### config.mk
export PLATFORM = sky130hd
export DESIGN_NAME = weekly_window_scheduler_unit_flat
export DESIGN_NICKNAME = d
export VERILOG_FILES = /design/src/hdl/wws_pkg.sv /design/src/hdl/wws_ifs.sv /design/src/hdl/wws_decode.sv /design/src/hdl/wws_eval.sv /design/src/hdl/wws_time.sv /design/src/hdl/weekly_window_scheduler_unit.sv /design/src/flat_wrapper.sv
export VERILOG_INCLUDE_DIRS = /design/src /design/src/hdl
export SDC_FILE = /design/constraint.sdc
export NUM_CORES = 1
export LEC_CHECK = 0
export BUFFER_PORTS_ARGS = -buffer_cell sky130_fd_sc_hd__buf_2
export CAP_MARGIN = 20
export CORE_MARGIN = 8
export CORE_UTILIZATION = 65
export DETAILED_ROUTE_END_ITERATION = 10
export PLACE_DENSITY_LB_ADDON = 0.2
export SLEW_MARGIN = 15
export SYNTH_ARGS = -nofsm -noshare
export SYNTH_HDL_FRONTEND = slang
export SYNTH_SLANG_ARGS = --single-unit
### constraint.sdc
create_clock -name clk_i -period 7.34 [get_ports clk_i]
set_input_delay 1.101 -clock clk_i [delete_from_list [all_inputs] [get_ports clk_i]]
set_output_delay 1.101 -clock clk_i [all_outputs]
set_load 0.01 [all_outputs]
### src/hdl/assert_macros.svh
// Assertion macros shared by the scheduler RTL.
`ifndef ASSERT_MACROS_SVH
`define ASSERT_MACROS_SVH

// Property must hold on every clock edge outside reset.
`define WWS_ASSERT_ALWAYS(name, clk, rstn, prop) \
  name: assert property (@(posedge clk) disable iff (!rstn) (prop)) \
    else $error("wws assertion failed");

// Consequent must hold on every edge at which the antecedent holds.
`define WWS_ASSERT_IMP(name, clk, rstn, ante, cons) \
  name: assert property (@(posedge clk) disable iff (!rstn) (ante) |-> (cons)) \
    else $error("wws assertion failed");

`endif

### src/hdl/wws_pkg.sv
// Types, constants and helper functions of the weekly window scheduler.
`timescale 1ns / 1ps
package wws_pkg;

  localparam int unsigned SecsPerDay  = 86400;
  localparam int unsigned DaysPerWeek = 7;

  localparam int unsigned WDAY_W = 3;
  localparam int unsigned SEC_W  = 17;
  localparam int unsigned MASK_W = 7;
  localparam int unsigned STC_W  = 20;
  localparam int unsigned MARK_W = 19;  // signed: start moved back a day can go negative
  localparam int unsigned SUM_W  = 21;
  localparam int unsigned CFG_W  = 17;

  localparam logic [SEC_W-1:0]         SEC_MAX   = SEC_W'(SecsPerDay - 1);
  localparam logic signed [MARK_W-1:0] DAY_MARK  = MARK_W'(SecsPerDay);
  localparam logic [MASK_W-1:0]        MASK_ALL  = '1;
  localparam logic [WDAY_W-1:0]        WDAY_LAST = WDAY_W'(DaysPerWeek - 1);
  localparam logic [STC_W-1:0]         STC_MAX   = STC_W'(SecsPerDay * DaysPerWeek);

  typedef enum logic [1:0] {
    CFG_DAY_MASK = 2'd0,
    CFG_START    = 2'd1,
    CFG_STOP     = 2'd2,
    CFG_ENABLED  = 2'd3
  } cfg_idx_e;

  typedef struct packed {
    logic [MASK_W-1:0] day_mask;
    logic [SEC_W-1:0]  start_second;
    logic [SEC_W-1:0]  stop_second;
    logic              enabled;
  } cfg_t;

  // After decode: mask rotated so bit k is day today+k, window edges moved for wrap.
  typedef struct packed {
    logic                     enabled;
    logic [MASK_W-1:0]        rot;
    logic [SEC_W-1:0]         now;
    logic signed [MARK_W-1:0] start;
    logic signed [MARK_W-1:0] stop;
    logic                     equal;
  } s1_t;

  typedef struct packed {
    logic                     enabled;
    logic                     open;
    logic                     far;
    logic [WDAY_W-1:0]        days;
    logic signed [MARK_W-1:0] mark;
    logic [SEC_W-1:0]         now;
  } s2_t;

  typedef struct packed {
    logic             turned_on;
    logic             in_window;
    logic [STC_W-1:0] seconds_to_change;
  } res_t;

  function automatic logic [MASK_W-1:0] rot_mask(logic [MASK_W-1:0] mask,
                                                 logic [WDAY_W-1:0] day);
    logic [MASK_W-1:0] r;
    logic [WDAY_W:0]   idx;
    for (int k = 0; k < DaysPerWeek; k++) begin
      idx = {1'b0, day} + (WDAY_W+1)'(k);
      if (idx >= (WDAY_W+1)'(DaysPerWeek)) begin
        idx = idx - (WDAY_W+1)'(DaysPerWeek);
      end
      r[k] = mask[idx[WDAY_W-1:0]];
    end
    return r;
  endfunction

  function automatic logic [SEC_W-1:0] sat_sec(logic [SEC_W-1:0] v);
    return (v > SEC_MAX) ? SEC_MAX : v;
  endfunction

  function automatic logic [STC_W-1:0] day_base(logic [WDAY_W-1:0] days);
    return STC_W'(32'(days) * SecsPerDay);
  endfunction

endpackage

### src/hdl/wws_ifs.sv
// Valid/ready channel interfaces for time samples and scheduler results.
`timescale 1ns / 1ps
interface wws_in_if;
  logic                        valid;
  logic                        ready;
  logic [wws_pkg::WDAY_W-1:0]  weekday;
  logic [wws_pkg::SEC_W-1:0]   second_of_day;

  modport source (output valid, output weekday, output second_of_day, input ready);
  modport sink   (input valid, input weekday, input second_of_day, output ready);
endinterface

interface wws_out_if;
  logic                        valid;
  logic                        ready;
  logic                        turned_on;
  logic                        in_window;
  logic [wws_pkg::STC_W-1:0]   seconds_to_change;

  modport source (output valid, output turned_on, output in_window,
                  output seconds_to_change, input ready);
  modport sink   (input valid, input turned_on, input in_window,
                  input seconds_to_change, output ready);
endinterface

### src/hdl/wws_decode.sv
// Stage 1: saturate times, rotate the day mask, resolve a window that wraps midnight.
`timescale 1ns / 1ps
`include "assert_macros.svh"
module wws_decode (
  input  logic                       clk_i,
  input  logic                       rst_ni,
  input  logic                       valid_i,
  output logic                       ready_o,
  input  logic [wws_pkg::WDAY_W-1:0] weekday_i,
  input  logic [wws_pkg::SEC_W-1:0]  second_i,
  input  wws_pkg::cfg_t              cfg_i,
  output logic                       valid_o,
  input  logic                       ready_i,
  output wws_pkg::s1_t               data_o
);
  import wws_pkg::*;

  logic              valid_q;
  s1_t               data_q, data_d;
  logic [WDAY_W-1:0] day;
  logic [MASK_W-1:0] mask;
  logic [SEC_W-1:0]  s_sat, e_sat;
  logic              wrap, late;

  always_comb begin
    day   = (weekday_i > WDAY_LAST) ? '0 : weekday_i;
    mask  = (cfg_i.day_mask == '0) ? MASK_ALL : cfg_i.day_mask;
    s_sat = sat_sec(cfg_i.start_second);
    e_sat = sat_sec(cfg_i.stop_second);
    data_d.now = sat_sec(second_i);
    wrap = s_sat > e_sat;
    late = data_d.now >= e_sat;
    data_d.enabled = cfg_i.enabled;
    data_d.rot     = rot_mask(mask, day);
    data_d.equal   = s_sat == e_sat;
    data_d.start   = $signed({2'b00, s_sat});
    data_d.stop    = $signed({2'b00, e_sat});
    // before stop: window began yesterday; otherwise it ends tomorrow
    if (wrap && !late) begin
      data_d.start = $signed({2'b00, s_sat}) - DAY_MARK;
    end
    if (wrap && late) begin
      data_d.stop = $signed({2'b00, e_sat}) + DAY_MARK;
    end
  end

  assign ready_o = !valid_q || ready_i;

  always_ff @(posedge clk_i or negedge rst_ni) begin
    if (!rst_ni) begin
      valid_q <= 1'b0;
    end else if (ready_o) begin
      valid_q <= valid_i;
    end
  end

  always_ff @(posedge clk_i) begin
    if (ready_o && valid_i) begin
      data_q <= data_d;
    end
  end

  assign valid_o = valid_q;
  assign data_o  = data_q;

  `WWS_ASSERT_IMP(a_window_ordered, clk_i, rst_ni, valid_q, data_q.start <= data_q.stop)
endmodule

### src/hdl/wws_eval.sv
// Stage 2: decide whether the window is open and search the days for the next change.
`timescale 1ns / 1ps
`include "assert_macros.svh"
module wws_eval (
  input  logic         clk_i,
  input  logic         rst_ni,
  input  logic         valid_i,
  output logic         ready_o,
  input  wws_pkg::s1_t data_i,
  output logic         valid_o,
  input  logic         ready_i,
  output wws_pkg::s2_t data_o
);
  import wws_pkg::*;

  logic                     valid_q;
  s2_t                      data_q, data_d;
  logic signed [MARK_W-1:0] now_s;
  logic                     cur, prev, want;

  always_comb begin
    now_s = $signed({2'b00, data_i.now});
    cur   = data_i.rot[0];
    prev  = data_i.rot[MASK_W-1];
    data_d.enabled = data_i.enabled;
    data_d.now     = data_i.now;
    data_d.open    = 1'b0;
    if (cur || prev) begin
      if (cur && data_i.equal) begin
        data_d.open = 1'b1;
      end else if (data_i.start <= now_s && now_s < data_i.stop) begin
        // a part begun yesterday needs yesterday in the mask
        data_d.open = (prev && data_i.start < 0) || (cur && data_i.start >= 0);
      end
    end

    if (data_i.equal) begin
      data_d.far  = 1'b1;
      want        = !data_d.open;
      data_d.mark = '0;
    end else if (data_d.open) begin
      data_d.far  = now_s > data_i.stop;
      want        = 1'b0;
      data_d.mark = data_i.stop;
    end else begin
      data_d.far  = now_s > data_i.start;
      want        = 1'b1;
      data_d.mark = data_i.start;
    end

    // nearest following day whose mask bit matches; sixth day when none does
    data_d.days = WDAY_W'(DaysPerWeek - 1);
    for (int k = DaysPerWeek - 1; k >= 1; k--) begin
      if (data_i.rot[k] == want) begin
        data_d.days = WDAY_W'(k);
      end
    end
  end

  assign ready_o = !valid_q || ready_i;

  always_ff @(posedge clk_i or negedge rst_ni) begin
    if (!rst_ni) begin
      valid_q <= 1'b0;
    end else if (ready_o) begin
      valid_q <= valid_i;
    end
  end

  always_ff @(posedge clk_i) begin
    if (ready_o && valid_i) begin
      data_q <= data_d;
    end
  end

  assign valid_o = valid_q;
  assign data_o  = data_q;

  `WWS_ASSERT_IMP(a_days_range, clk_i, rst_ni, valid_q, data_q.days != '0 && data_q.days <= WDAY_LAST)
endmodule

### src/hdl/wws_time.sv
// Stage 3: seconds to the next change, held in the output register.
`timescale 1ns / 1ps
`include "assert_macros.svh"
module wws_time (
  input  logic          clk_i,
  input  logic          rst_ni,
  input  logic          valid_i,
  output logic          ready_o,
  input  wws_pkg::s2_t  data_i,
  output logic          valid_o,
  input  logic          ready_i,
  output wws_pkg::res_t data_o
);
  import wws_pkg::*;

  logic                    valid_q;
  res_t                    data_q, data_d;
  logic [STC_W-1:0]        base;
  logic signed [SUM_W-1:0] sum;

  always_comb begin
    base = data_i.far ? day_base(data_i.days) : '0;
    sum  = $signed({1'b0, base})
         + $signed({{(SUM_W-MARK_W){data_i.mark[MARK_W-1]}}, data_i.mark})
         - $signed({{(SUM_W-SEC_W){1'b0}}, data_i.now});
    data_d.turned_on         = data_i.enabled;
    data_d.in_window         = data_i.open;
    data_d.seconds_to_change = sum[SUM_W-1] ? '0 : sum[STC_W-1:0];
  end

  assign ready_o = !valid_q || ready_i;

  always_ff @(posedge clk_i or negedge rst_ni) begin
    if (!rst_ni) begin
      valid_q <= 1'b0;
    end else if (ready_o) begin
      valid_q <= valid_i;
    end
  end

  always_ff @(posedge clk_i) begin
    if (ready_o && valid_i) begin
      data_q <= data_d;
    end
  end

  assign valid_o = valid_q;
  assign data_o  = data_q;

  `WWS_ASSERT_IMP(a_secs_bound, clk_i, rst_ni, valid_q, data_q.seconds_to_change < STC_MAX)
endmodule

### src/hdl/weekly_window_scheduler_unit.sv
// Weekly window scheduler: config registers and a three-stage evaluation pipeline.
// Each input transfer passes through the decode, eval and time registers before its result is offered.
// Throughput: one item per cycle; each stage advances when its successor has room.
// Reset: asynchronous, clears all stage valid bits; day_mask 127, start/stop 0, enabled 0.
// A stalled result holds in the output register while earlier stages keep filling.
`timescale 1ns / 1ps
`include "assert_macros.svh"
module weekly_window_scheduler_unit (
  input  logic                      clk_i,
  input  logic                      rst_ni,
  wws_in_if.sink                    item_i,
  wws_out_if.source                 result_o,
  input  logic                      cfg_we_i,
  input  wws_pkg::cfg_idx_e         cfg_idx_i,
  input  logic [wws_pkg::CFG_W-1:0] cfg_data_i
);
  import wws_pkg::*;

  cfg_t cfg_q;
  logic v1, r2, v2, r3, v3;
  s1_t  d1;
  s2_t  d2;
  res_t d3;

  always_ff @(posedge clk_i or negedge rst_ni) begin
    if (!rst_ni) begin
      cfg_q.day_mask     <= MASK_ALL;
      cfg_q.start_second <= '0;
      cfg_q.stop_second  <= '0;
      cfg_q.enabled      <= 1'b0;
    end else if (cfg_we_i) begin
      case (cfg_idx_i)
        CFG_DAY_MASK: cfg_q.day_mask     <= cfg_data_i[MASK_W-1:0];
        CFG_START:    cfg_q.start_second <= cfg_data_i[SEC_W-1:0];
        CFG_STOP:     cfg_q.stop_second  <= cfg_data_i[SEC_W-1:0];
        CFG_ENABLED:  cfg_q.enabled      <= cfg_data_i[0];
        default: ;
      endcase
    end
  end

  wws_decode u_decode (
    .clk_i     (clk_i),
    .rst_ni    (rst_ni),
    .valid_i   (item_i.valid),
    .ready_o   (item_i.ready),
    .weekday_i (item_i.weekday),
    .second_i  (item_i.second_of_day),
    .cfg_i     (cfg_q),
    .valid_o   (v1),
    .ready_i   (r2),
    .data_o    (d1)
  );

  wws_eval u_eval (
    .clk_i   (clk_i),
    .rst_ni  (rst_ni),
    .valid_i (v1),
    .ready_o (r2),
    .data_i  (d1),
    .valid_o (v2),
    .ready_i (r3),
    .data_o  (d2)
  );

  wws_time u_time (
    .clk_i   (clk_i),
    .rst_ni  (rst_ni),
    .valid_i (v2),
    .ready_o (r3),
    .data_i  (d2),
    .valid_o (v3),
    .ready_i (result_o.ready),
    .data_o  (d3)
  );

  assign result_o.valid             = v3;
  assign result_o.turned_on         = d3.turned_on;
  assign result_o.in_window         = d3.in_window;
  assign result_o.seconds_to_change = d3.seconds_to_change;

  // a full pipeline with a stalled output must push back on the input
  `WWS_ASSERT_IMP(a_full_stall, clk_i, rst_ni, v1 && v2 && v3 && !result_o.ready, !item_i.ready)
endmodule

### src/flat_wrapper.sv
// flat-port wrapper written by rule: the top's interface ports become plain ports
module weekly_window_scheduler_unit_flat import wws_pkg::*;
  (clk_i, rst_ni, cfg_we_i, cfg_idx_i, cfg_data_i, item_i_valid, item_i_weekday, item_i_second_of_day, item_i_ready, result_o_valid, result_o_turned_on, result_o_in_window, result_o_seconds_to_change, result_o_ready);
  wws_in_if item_i_i ();
  wws_out_if result_o_i ();
  input  logic clk_i;
  input  logic rst_ni;
  input  logic cfg_we_i;
  input  wws_pkg::cfg_idx_e cfg_idx_i;
  input  logic [wws_pkg::CFG_W-1:0] cfg_data_i;
  input wire logic [$bits(item_i_i.valid)-1:0] item_i_valid;
  input wire logic [$bits(item_i_i.weekday)-1:0] item_i_weekday;
  input wire logic [$bits(item_i_i.second_of_day)-1:0] item_i_second_of_day;
  output wire logic [$bits(item_i_i.ready)-1:0] item_i_ready;
  output wire logic [$bits(result_o_i.valid)-1:0] result_o_valid;
  output wire logic [$bits(result_o_i.turned_on)-1:0] result_o_turned_on;
  output wire logic [$bits(result_o_i.in_window)-1:0] result_o_in_window;
  output wire logic [$bits(result_o_i.seconds_to_change)-1:0] result_o_seconds_to_change;
  input wire logic [$bits(result_o_i.ready)-1:0] result_o_ready;
  assign item_i_i.valid = item_i_valid;
  assign item_i_i.weekday = item_i_weekday;
  assign item_i_i.second_of_day = item_i_second_of_day;
  assign item_i_ready = item_i_i.ready;
  assign result_o_valid = result_o_i.valid;
  assign result_o_turned_on = result_o_i.turned_on;
  assign result_o_in_window = result_o_i.in_window;
  assign result_o_seconds_to_change = result_o_i.seconds_to_change;
  assign result_o_i.ready = result_o_ready;
  weekly_window_scheduler_unit u_core (.clk_i(clk_i), .rst_ni(rst_ni), .item_i(item_i_i), .result_o(result_o_i), .cfg_we_i(cfg_we_i), .cfg_idx_i(cfg_idx_i), .cfg_data_i(cfg_data_i));
endmodule
[Word-level counts from Yosys, hierarchy flattened]
Index checks and enable logic that the tools add are counted.
Storage, ports and cells
  register bits after elaboration: 171
  input port bits: 44
  output and inout bits: 24
Operators by class
  add/subtract/negate cells: 17
  $mul: 1
  magnitude comparators: 26
  eq/ne operators: 9
  multiplexer cells: 40
  reduce and logical (&&, ||, !) cells: 26
Operators with widths (count)
  $mux W17: 5
  $gt A17 B17 Y1 const B: 3
  $lt A3 B4 Y1 const B: 7
  $ge A4 B3 Y1 const B: 6
  $mux W3: 8
  $add A21 B19 Y21: 1
  $bmux W1 S3: 7
  $sub A21 B18 Y21: 1
  $sub A3 B3 Y3 const B: 7
  $mux W20: 1
  $mux W19: 1
  $add A17 B17 Y18 const B: 1
  $ge A18 B1 Y1 const B: 1
  $gt A17 B18 Y1: 1
  $gt A18 B18 Y1: 1
  $le A18 B18 Y1: 1
  $lt A17 B18 Y1: 1
  $lt A18 B1 Y1 const B: 1
  $sub A17 B17 Y18 const B: 1
  $eq A17 B17 Y1: 1
  $ge A17 B17 Y1: 1
  $gt A17 B17 Y1: 1
  $mul A3 B10 Y13 const B: 1
  $mux W1: 13
  17 further kinds: 47

[Depth between registers and ports, before layout]
  depth in word-level cells: 13
  depth in mapped cells: 18
  depth with buffers taken out: 17

[Cells and area by module]
Synthesis repeated with hierarchy kept, for this count alone.
Second synthesis, totals
  cells, all modules: 1108
  area total of the unflattened synthesis: 11748.8 µm²
Modules (own cells, without submodules)
  wws_decode: times used 1, cells an instance 469, area each 4690.7 µm², sequential area each 1886.8 µm²
  wws_eval: times used 1, cells an instance 254, area each 2866.5 µm², sequential area each 1286.2 µm²
  wws_time: times used 1, cells an instance 295, area each 2572.5 µm², sequential area each 685.7 µm²
  weekly_window_scheduler_unit: times used 1, cells an instance 90, area each 1619.1 µm², sequential area each 1059.8 µm²

[Least setup slack after synthesis]
Ideal clock, no wire load.
  kind: input port to flip-flop
  start: input port item_i_second_of_day[8]
  end: register u_core.u_decode.data_q, in the netlist u_core.u_decode.data_o[16], data pin
  arrival time: 4.086 ns
  data required time: 7.071 ns
  path slack: 2.985 ns
  stages: 15
  path through: a2111o_1 a21oi_1 nor2b_1 o21ai_1 clkbuf_1 nand2b_1 ha_1 nand4_1 nor4_1 a221oi_2 a31oi_1 nor3b_2 buf_6 o31ai_1 xor2_1
RTL lines
  from (decl): RTL line flat_wrapper.sv:13  | input wire logic [$bits(item_i_i.second_of_day)-1:0] item_i_second_of_day;
  to (signal assigned): RTL line wws_decode.sv:59  | data_q <= data_d;
  to (decl): RTL line wws_decode.sv:19  | s1_t data_q, data_d;

==> Implementation_results.wiki <==
{| class="wikitable"
! Metric !! Value
|-
| Residual DRC count || 0
|-
| Initial standard-cell utilization of the core || between 60% and 70%
|-
| Post CTS Setup Buffer Count || 0
|-
| Finished layout cell area || between 10000 and 15000 um2
|-
| Synthesized net count || 1179
|-
| Status || complete, no violations
|-
| Fill cells || about 1200
|-
| Share of the clock period used by the worst path || around 68%
|-
| Sum of net half-perimeters after detailed placement || 17000 um
|-
| PD cells || between 300 and 400 nW/um2
|-
| Area of the mapped netlist || 11000 um2
|-
| Detail Route Antenna Nets || 0
|-
| Setup violation total in the final timing report || 0
|-
| Post-synthesis sequential area ratio || 44.9%
|-
| Critical Path Fanout Max || 15
|-
| Core area || 16500 um2
|-
| Final worst path period need || 4960 ps
|-
| Series of cell instances along the critical path || buf_2 > a2111o_1 > a21oi_1 > nor2b_1 > o21ai_1 > nand2b_1 > ha_1 > nand4_1 > nor4_1 > a221oi_2 > a31oi_1 > nor3b_2 > o2111ai_1 > xor2_1
|-
| Clock latency at the later pin of the worst-skew pair || about 430 ps
|-
| Placed standard-cell area || roughly 11000 um2
|-
| Overflow after GRT || 0
|-
| Final hold vios || 0
|-
| Worst rel slew slack || between 30 and 40%
|-
| Final instance count without filler cells || between 1000 and 1500
|-
| Critical Path Max Stage Delay || ~720 ps
|-
| Layout Nets || approximately 1200
|-
| Number of DRC markers after the initial detailed-route iteration || ~520
|-
| Number of I/O pins || a little under 70
|-
| PnR worst setup slack || between 2000 and 2500 ps
|-
| Required time of the critical path || about 7500 ps
|-
| Worst hold path class || register to register
|-
| Pleak || ~5.3 nW
|-
| Transition at the pin with the smallest max-transition slack || 916 ps
|-
| Most frequent standard cell in the layout excluding fill and tap cells || sky130_fd_sc_hd__edfxtp_1
|-
| Worst reg2reg startpoint || u_core.cfg_q[9]
|-
| Average cell area after synthesis || about 11 um2
|-
| Worst Path Class, Setup || input port to register
|-
| Synthesized instance count || 1010
|-
| Total power of the final layout || 3.88 mW
|-
| Final total negative setup slack || 0 ps
|-
| CTS tree || yes
|-
| Max-Cap Viols || 0
|-
| Die height || ~150 um
|-
| Highest attainable clock frequency || just over 0.2 GHz
|-
| Clock tree sinks || approximately 170
|-
| Critical R2R Capture || u_core.u_decode.data_o[11]
|-
| Slack of the worst reg-to-reg path || 2770 ps
|-
| Start point of the critical path || item_i_second_of_day[8]
|-
| CTS Hold Buffers Added || 0
|-
| Post-route core utilization || 73.1%
|-
| Post-Route Hold Slack || 422 ps
|-
| Worst setup path endpoint || u_core.u_decode.data_o[11]
|-
| Total iterations of the first detailed-routing run || 5
|-
| Syn. warnings || 0
|-
| Via count of the first global-routing pass || 7504
|-
| Worst EP arrival || 5130 ps
|-
| Pin count of the biggest net entering global routing || 63
|-
| Share of cells above drive strength 1 || around 17%
|-
| Total length of routed wires || about 22000 um
|-
| Number of synthesized flops with an enable pin || 126
|-
| Placed Cells || roughly 1300
|-
| Async set-or-reset flop fraction in the synthesized netlist || between 20% and 30%
|-
| Count of input and output buffers || 67
|-
| Die boundary width || approximately 150 um
|-
| RSZ-0062 raised after global routing || no
|-
| Antenna violations before repair || 1
|-
| Synthesized flop and latch total || 171
|-
| Commonest register cell after synthesis || sky130_fd_sc_hd__edfxtp_1
|-
| Critical Path Start Type || input port
|-
| Global-route wire length before repair || roughly 37000 um
|-
| Max Buffers Root-to-Sink || 2
|-
| Worst setup slack after placement || between 1500 and 2000 ps
|-
| Critical path's slowest cell || sky130_fd_sc_hd__nor3b_2
|-
| DR vias || between 7000 and 8000
|-
| Library cell used as clock root buffer || sky130_fd_sc_hd__clkbuf_16
|-
| CTS resizes || 0
|-
| Drt via density || between 5 and 6
|-
| Number of H-tree levels || 4
|-
| Placer's final routability congestion estimate || between 0.9 and 1
|-
| Cells on Worst Hold Path || 0
|-
| Area Overhead vs Synth || 10.2%
|-
| Unique masters post-synth || 78
|-
| Crit. End Element || register
|-
| Total Routing Usage GR || around a fifth
|-
| Reg2reg path depth || 15
|-
| Cts bufs inserted || 17
|-
| # rows || 47
|-
| DR WL/cell || roughly 17 um
|-
| Final clock skew || between 8 and 9 ps
|-
| Max rail drop VDD || 200 uV
|-
| Final Slew Violations || 0
|-
| Commonest non-fill, non-tap cells in the layout || sky130_fd_sc_hd__edfxtp_1, sky130_fd_sc_hd__ha_1, sky130_fd_sc_hd__inv_1
|-
| Die area || between 20000 and 25000 um2
|-
| Clock transition time at the flip-flop clock pins of the worst setup and hold paths || about 60 ps
|}
-- synthesized netlist by cell type, types with 12 or more instances --
library cell	count	area (um2)
sky130_fd_sc_hd__nand3_1	12	60.1
sky130_fd_sc_hd__clkbuf_1	15	56.3
sky130_fd_sc_hd__xor2_1	18	158
sky130_fd_sc_hd__o21ai_0	25	125
sky130_fd_sc_hd__and2_1	16	100
sky130_fd_sc_hd__nor2_1	65	244
sky130_fd_sc_hd__a21o_1	13	97.6
sky130_fd_sc_hd__a21oi_1	55	275
sky130_fd_sc_hd__mux2i_1	16	160
sky130_fd_sc_hd__nand4_1	27	169
sky130_fd_sc_hd__mux2_2	41	462
sky130_fd_sc_hd__xnor2_1	15	131
sky130_fd_sc_hd__ha_1	114	1430
sky130_fd_sc_hd__o21ai_1	25	125
sky130_fd_sc_hd__edfxtp_1	126	3780
sky130_fd_sc_hd__nand2b_1	29	181
sky130_fd_sc_hd__nor3_1	19	95.1
sky130_fd_sc_hd__o31ai_1	25	188
sky130_fd_sc_hd__inv_1	104	390
sky130_fd_sc_hd__dfrtp_1	38	951
sky130_fd_sc_hd__nor2b_1	19	119
sky130_fd_sc_hd__nand2_1	45	169
-- flip-flops by register name, summed over array words and instances (netlist names) --
name                     flops
u_core.cfg_q                42
u_core.u_decode.data_o      62
u_core.u_decode.valid_o      1
u_core.u_eval.data_o        42
u_core.u_eval.valid_o        1
u_core.u_time.data_o        22
u_core.u_time.valid_o        1
-- layout make-up --
cell class | count | area, um2 | share of cell area (%)
diodes | 1 | 2.50 | 0.0207
clock buffers | 18 | 429 | 3.55
clock inverters | 14 | 169 | 1.40
inverters | 109 | 414 | 3.43
multi-input cells | 702 | 5480 | 45.4
flip-flops and latches | 171 | 4920 | 40.7
well taps | 220 | 275 | 2.28
repair buffers | 73 | 390 | 3.23
-- per-layer routing --
layer | track usage [%] | routed length, um | up-vias
li1 | - | - | 3793
met1 | 27.7 | 10200 | 3641
met2 | 35.4 | 10500 | 225
met3 | 4.07 | 1210 | 30
met4 | 7.03 | 402 | 0
met5 | 0 | 0 | -
-- cell families (layout without fill, tap and decap cells) --
group	Yosys count	in the layout	share of synthesized area, %
other	0	1	0
multiplexers	64	64	6.70
adder cells (fa/ha/maj)	125	125	15.0
AND/OR/NAND/NOR	277	277	13.6
flip-flops	171	171	44.9
buffers and inverters	137	214	5.11
AO/OA/AOI/OAI	202	202	11.9
XOR/XNOR	34	34	2.79
-- critical path: cells and delay by family --
family | cells | cell delay [ps]
AOI/OAI and AO/OA | 6 | 1920
and+or+nand+nor | 5 | 1420
adders and majority gates | 1 | 370
xor gates and xnor gates | 1 | 190
buffers and inverters | 1 | 130
-- report_power, final --
part           switching, mW  total [mW]  internal, mW
Clock                  0.382       0.920         0.538
Combinational          0.857        1.50         0.640
Sequential             0.140        1.46          1.32
Total                   1.38        3.88          2.50
-- how the worst min path moves through the flow --
stage	start	end	slack [ps]
after floorplan	u_core.u_decode.data_o[63]	u_core.u_eval.data_o[41]	400
after global placement	u_core.u_eval.data_o[40]	u_core.u_time.data_o[20]	410
after detailed placement	u_core.u_eval.data_o[40]	u_core.u_time.data_o[20]	410
after CTS	u_core.u_eval.data_o[40]	u_core.u_time.data_o[20]	420
after global routing	u_core.u_eval.data_o[40]	u_core.u_time.data_o[20]	430
final	u_core.u_eval.data_o[40]	u_core.u_time.data_o[20]	420
Power figures use the tool's default switching activity.
